[config.mk]
export PLATFORM = sky130hd
export DESIGN_NAME = gbts_ctrl
export DESIGN_NICKNAME = d
export VERILOG_FILES = /design/src/rtl/gap_buffer_text_store_defines.svh /design/src/rtl/gbts_pkg.sv /design/src/rtl/gbts_ctrl.sv
export SDC_FILE = /design/constraint.sdc
export NUM_CORES = 1
export LEC_CHECK = 0
export BUFFER_PORTS_ARGS = -buffer_cell sky130_fd_sc_hd__clkbuf_2
export CORE_AREA = 3 3 40 42
export DETAILED_ROUTE_END_ITERATION = 8
export DIE_AREA = 0 0 43 45
export GPL_ROUTABILITY_DRIVEN = 0
export PLACE_DENSITY_LB_ADDON = 0.12
export SYNTH_ARGS = -nofsm -noshare
export SYNTH_HDL_FRONTEND = slang
export SYNTH_SLANG_ARGS = --single-unit
[constraint.sdc]
create_clock -name clk -period 1.3 [get_ports clk]
set_input_delay 0.26 -clock clk [delete_from_list [all_inputs] [get_ports clk]]
set_output_delay 0.26 -clock clk [all_outputs]
set_load 0.05 [all_outputs]
[src/rtl/gap_buffer_text_store_defines.svh]
`ifndef GAP_BUFFER_TEXT_STORE_DEFINES_SVH
`define GAP_BUFFER_TEXT_STORE_DEFINES_SVH

// Checks that a condition holds in the same cycle as its trigger.
`define GBTS_ASSERT_NOW(label, trig, cond) \
  label: assert property (@(posedge clk) disable iff (rst) (trig) |-> (cond)) \
    else $error("gap buffer check failed");

// Checks that a condition holds in the cycle after its trigger.
`define GBTS_ASSERT_NEXT(label, trig, cond) \
  label: assert property (@(posedge clk) disable iff (rst) (trig) |=> (cond)) \
    else $error("gap buffer check failed");

`endif

[src/rtl/gbts_pkg.sv]
package gbts_pkg;

  localparam logic [2:0] CMD_GOTO   = 3'd0;
  localparam logic [2:0] CMD_INSERT = 3'd1;
  localparam logic [2:0] CMD_DELETE = 3'd2;
  localparam logic [2:0] CMD_READ   = 3'd3;
  localparam logic [2:0] CMD_NEEDLE = 3'd4;
  localparam logic [2:0] CMD_SEARCH = 3'd5;

  localparam logic [1:0] ST_OK        = 2'd0;
  localparam logic [1:0] ST_NO_SPACE  = 2'd1;
  localparam logic [1:0] ST_NOT_FOUND = 2'd2;
  localparam logic [1:0] ST_INVALID   = 2'd3;

  typedef enum logic [3:0] {
    S_IDLE, S_DECODE, S_MOVE, S_MOVE_WR, S_READ_WAIT, S_SRCH_RD, S_SRCH_CMP, S_DONE
  } state_t;

  typedef enum logic [3:0] {
    DP_NONE, DP_LOAD, DP_MOVE_RD, DP_MOVE_WR, DP_APPLY, DP_READ_ISSUE, DP_READ_DONE,
    DP_SRCH_INIT, DP_SRCH_RD, DP_SRCH_NEXTJ, DP_SRCH_NEXTI, DP_SRCH_HIT, DP_SRCH_MISS,
    DP_PUBLISH
  } dp_op_t;

  typedef struct packed {
    logic [2:0] cmd;
    logic       full;
    logic       cnt_zero;
    logic       pos_valid;
    logic       nl_zero;
    logic       nl_gt_len;
    logic       gap_at_cursor;
    logic       srch_end;
    logic       srch_hit;
    logic       srch_last;
    logic       out_free;
  } dp_sts_t;

endpackage

[src/rtl/gbts_ctrl.sv]
module gbts_ctrl (
  input  logic             clk,
  input  logic             rst,
  input  logic             in_valid,
  output logic             in_stall,
  input  gbts_pkg::dp_sts_t sts,
  output gbts_pkg::dp_op_t  op
);
  import gbts_pkg::*;

  state_t state, state_next;

  always_ff @(posedge clk) begin
    if (rst) begin
      state <= S_IDLE;
    end else begin
      state <= state_next;
    end
  end

  always_comb begin
    state_next = state;
    op = DP_NONE;
    in_stall = (state != S_IDLE);
    case (state)
      S_IDLE: begin
        if (in_valid) begin
          op = DP_LOAD;
          state_next = S_DECODE;
        end
      end
      S_DECODE: begin
        op = DP_APPLY;
        state_next = S_DONE;
        case (sts.cmd)
          CMD_INSERT: begin
            if (!sts.full) begin
              op = DP_NONE;
              state_next = S_MOVE;
            end
          end
          CMD_DELETE: begin
            if (!sts.cnt_zero) begin
              op = DP_NONE;
              state_next = S_MOVE;
            end
          end
          CMD_READ: begin
            if (sts.pos_valid) begin
              op = DP_READ_ISSUE;
              state_next = S_READ_WAIT;
            end
          end
          CMD_SEARCH: begin
            if (!sts.nl_zero && !sts.nl_gt_len) begin
              op = DP_SRCH_INIT;
              state_next = S_SRCH_RD;
            end
          end
          default: begin
            op = DP_APPLY;
          end
        endcase
      end
      S_MOVE: begin
        if (sts.gap_at_cursor) begin
          op = DP_APPLY;
          state_next = S_DONE;
        end else begin
          op = DP_MOVE_RD;
          state_next = S_MOVE_WR;
        end
      end
      S_MOVE_WR: begin
        op = DP_MOVE_WR;
        state_next = S_MOVE;
      end
      S_READ_WAIT: begin
        op = DP_READ_DONE;
        state_next = S_DONE;
      end
      S_SRCH_RD: begin
        if (sts.srch_end) begin
          op = DP_SRCH_MISS;
          state_next = S_DONE;
        end else begin
          op = DP_SRCH_RD;
          state_next = S_SRCH_CMP;
        end
      end
      S_SRCH_CMP: begin
        if (sts.srch_hit && sts.srch_last) begin
          op = DP_SRCH_HIT;
          state_next = S_DONE;
        end else if (sts.srch_hit) begin
          op = DP_SRCH_NEXTJ;
          state_next = S_SRCH_RD;
        end else begin
          op = DP_SRCH_NEXTI;
          state_next = S_SRCH_RD;
        end
      end
      S_DONE: begin
        if (sts.out_free) begin
          op = DP_PUBLISH;
          state_next = S_IDLE;
        end
      end
      default: begin
        state_next = S_IDLE;
      end
    endcase
  end

endmodule

==> out/metrics.cfg <==
[outcome]
violations=setup timing
outcome=complete, but fails checks

[critical_path]
highest_fanout_seen_on_the_critical_path=6
kind_of_start_point_of_the_critical_path=flop
critPathKind=reg2out
worstPathRequired_ns=1.04
worst_setup_path_end_kind=primary output
critPathMaxStageDelay_ns=0.32
worst-endpoint-arrival_ns=1.38
crit_top_cell=sky130_fd_sc_hd__buf_12
list_of_cells_traversed_by_the_critical_path=buf_12 > nand2b_4 > nor3_4 > mux2i_2 > a21oi_4 > buf_12
rr_worst_depth=6
cp_slowest_cell=sky130_fd_sc_hd__dfxtp_2

[sta]
final.min_clock_period_ns=1.64
unrepaired_setup_endpoints_after_global_routing=true
setup_violations=5
timing_hold_violations_final=0
setup_slack_ns=-0.335
clock.fmax_mhz=612
maxSlewViolCount=0
skew_ns=0.000271
min_period_over_period_pct=126
tightest_slew_ns=0.338
relSlewSlack_pct=77.4
fin_setup_tns_ns=-1.24

[global_routing]
grt_pass1_wl_um=1970
grt_antenna_before_repair=0
grt_max_degree=10
grt_usage_pct=13.1
first_global_vias=490
global_route.overflow_total=0

[run]
maxCapViolCount=0

[clock_tree]
clock-sinks=3
register_clock_pin_slew_on_the_reported_worst_setup_and_hold_paths_ns=0.04
cts_tree=built
clock_tree.htree_level_count=1
clk_latency_ns=0.23
library_cell_used_as_clock_root_buffer=sky130_fd_sc_hd__clkbuf_4
clockBufferDepth=2
numCtsBuffers=3

[min_path]
hold_class=in2reg
worst_hold_path.num_cells=2

[cells_and_area]
area_growth_pct=130
most_common_cell_after_layout_fill_and_taps_aside=sky130_fd_sc_hd__clkbuf_2
final.fill_count=112
final_net_count=109
largest_register_ffs=3
utilization_pct=65.5
antenna_cells=0
max_flop_register=state
fin_area_um2=842
final_layout_size_suffix_gt1_share_pct=71.7
layout.cells.most_common_list=sky130_fd_sc_hd__clkbuf_2, sky130_fd_sc_hd__buf_4, sky130_fd_sc_hd__buf_6, sky130_fd_sc_hd__nand2_1, sky130_fd_sc_hd__buf_8
biggestRegsByFlops=state (3)

[routing]
drc=0
detailedRoute.firstPassIterationCount=3
num_vias=522
initialDrtViolationCount=7
wirelength_um=1220
vias_per_cell=4.88
detail_route.wl_per_cell_um=11.4
count_of_nets_left_with_antenna_violations_after_detail_routing=0

[synth]
synthDistinctLibCells=28
yosysSeqAreaShare_pct=16.4
yosysWarnings=0
synth_nets=67
synthesis.instances=51
synth.avg_cell_area_um2=7.19
synthTopCellsByArea=sky130_fd_sc_hd__dfxtp_1, sky130_fd_sc_hd__nor3_2, sky130_fd_sc_hd__nand2_1, sky130_fd_sc_hd__o21ai_0, sky130_fd_sc_hd__nor2b_1
dominant_cell_type_by_area_after_synthesis=sky130_fd_sc_hd__dfxtp_1
synth_seq_cells=3
synthDominantCellAreaShare_pct=16.4
post_synthesis_cell_area_um2=367

[floorplanning]
die-height_um=45
core_region_area_um2=1280
dieWidth_um=43
fp-row-count=13
starting_density_pct=28.5
pin_count=21
die_area_um2=1940

[placed_design]
dp_slack_ns=-0.430
io_buffer_count=20
placement.cell_area_um2=661
post-dp-hpwl_um=910

[power_and_ir_drop]
worst_ir_drop_vdd_uv=621
pwrdens_nw_per_um2=1580
power_leakage_nw=0.364

## power by group
part,leakage [nW],switching [mW],internal [mW],total [mW]
clock,0.0150,0.0454,0.115,0.160
combinational,0.323,0.512,0.513,1.02
sequential,0.0261,0.0249,0.122,0.147
total,0.364,0.582,0.750,1.33
## Yosys cell counts, drive strengths merged
master   instances
o21bai           1
a21oi            4
o21ai            4
nand2b           2
and2             1
nor2             3
a21o             1
nor4             1
mux2i            1
a2bb2oi          1
or3b             1
a311oi           1
nand3b           1
a221oi           1
a211o            1
inv              3
nor4b            1
nor3b            1
dfxtp            3
nor2b            3
a31oi            2
buf              3
nor3             4
a221o            1
nand2            6
## repair_timing
item / CTS / global route
hold buffers: 0 / 0
resized for setup: 17 / 23
pin swaps: 1 / 4
setup buffers: 1 / 2
setup endpoints to repair: 5 / 6
hold endpoints to repair: 0 / 0
## worst max-delay path, delay by kind of cell (launching register included)
kind                   cells  cell delay, ns
flip-flops                 1            0.32
multiplexers               1            0.11
AO/OA/AOI/OAI              1            0.17
AND/OR/NAND/NOR            2            0.27
buffers and inverters      2            0.28
## cell type report
| cell class | count | area [um^2] | area share (%) |
|---|---|---|---|
| tap | 15 | 18.8 | 2.23 |
| clock buffer | 4 | 26.3 | 3.12 |
| multi-input combinational | 42 | 377 | 44.7 |
| timing repair buffer | 40 | 340 | 40.4 |
| sequential | 3 | 66.3 | 7.88 |
| inverter | 3 | 13.8 | 1.63 |
## layer usage
metal	GRT usage, %	vias to the layer above	part of all wire, %
met5	0	-	0
li1	-	272	-
met1	16.1	233	41
met3	2.79	0	6.5
met4	3.61	0	0
met2	23.1	17	52
## worst paths after layout
kind                               start  slack (ns)  endpoint
worst max-delay path            state[2]       -0.34     op[1]
worst min-delay path                 rst        0.23  state[0]
worst max register to register  state[0]        0.07  state[0]
worst min register to register  state[0]        0.61  state[0]
## per-stage QoR
step           power (mW)  cells  hold slack [ns]
3_5_place_dp        0.913    100            0.471
6_report             1.33    107            0.232
4_1_cts              1.19    105            0.229
3_3_place_gp        0.909    100            0.469
2_1_floorplan       0.627     51            0.332
5_1_grt              1.41    107            0.232
## cell families (layout without fill, tap and decap cells)
logic type      after synthesis  count (layout)  share of synthesized area [%]
mux                           1               1                           2.73
simple gates                 24              24                           39.6
compound gates               17              17                           33.4
buf+inv                       6              47                           7.85
flops                         3               3                           16.4
No activity file was read; power rests on OpenSTA's default activity.
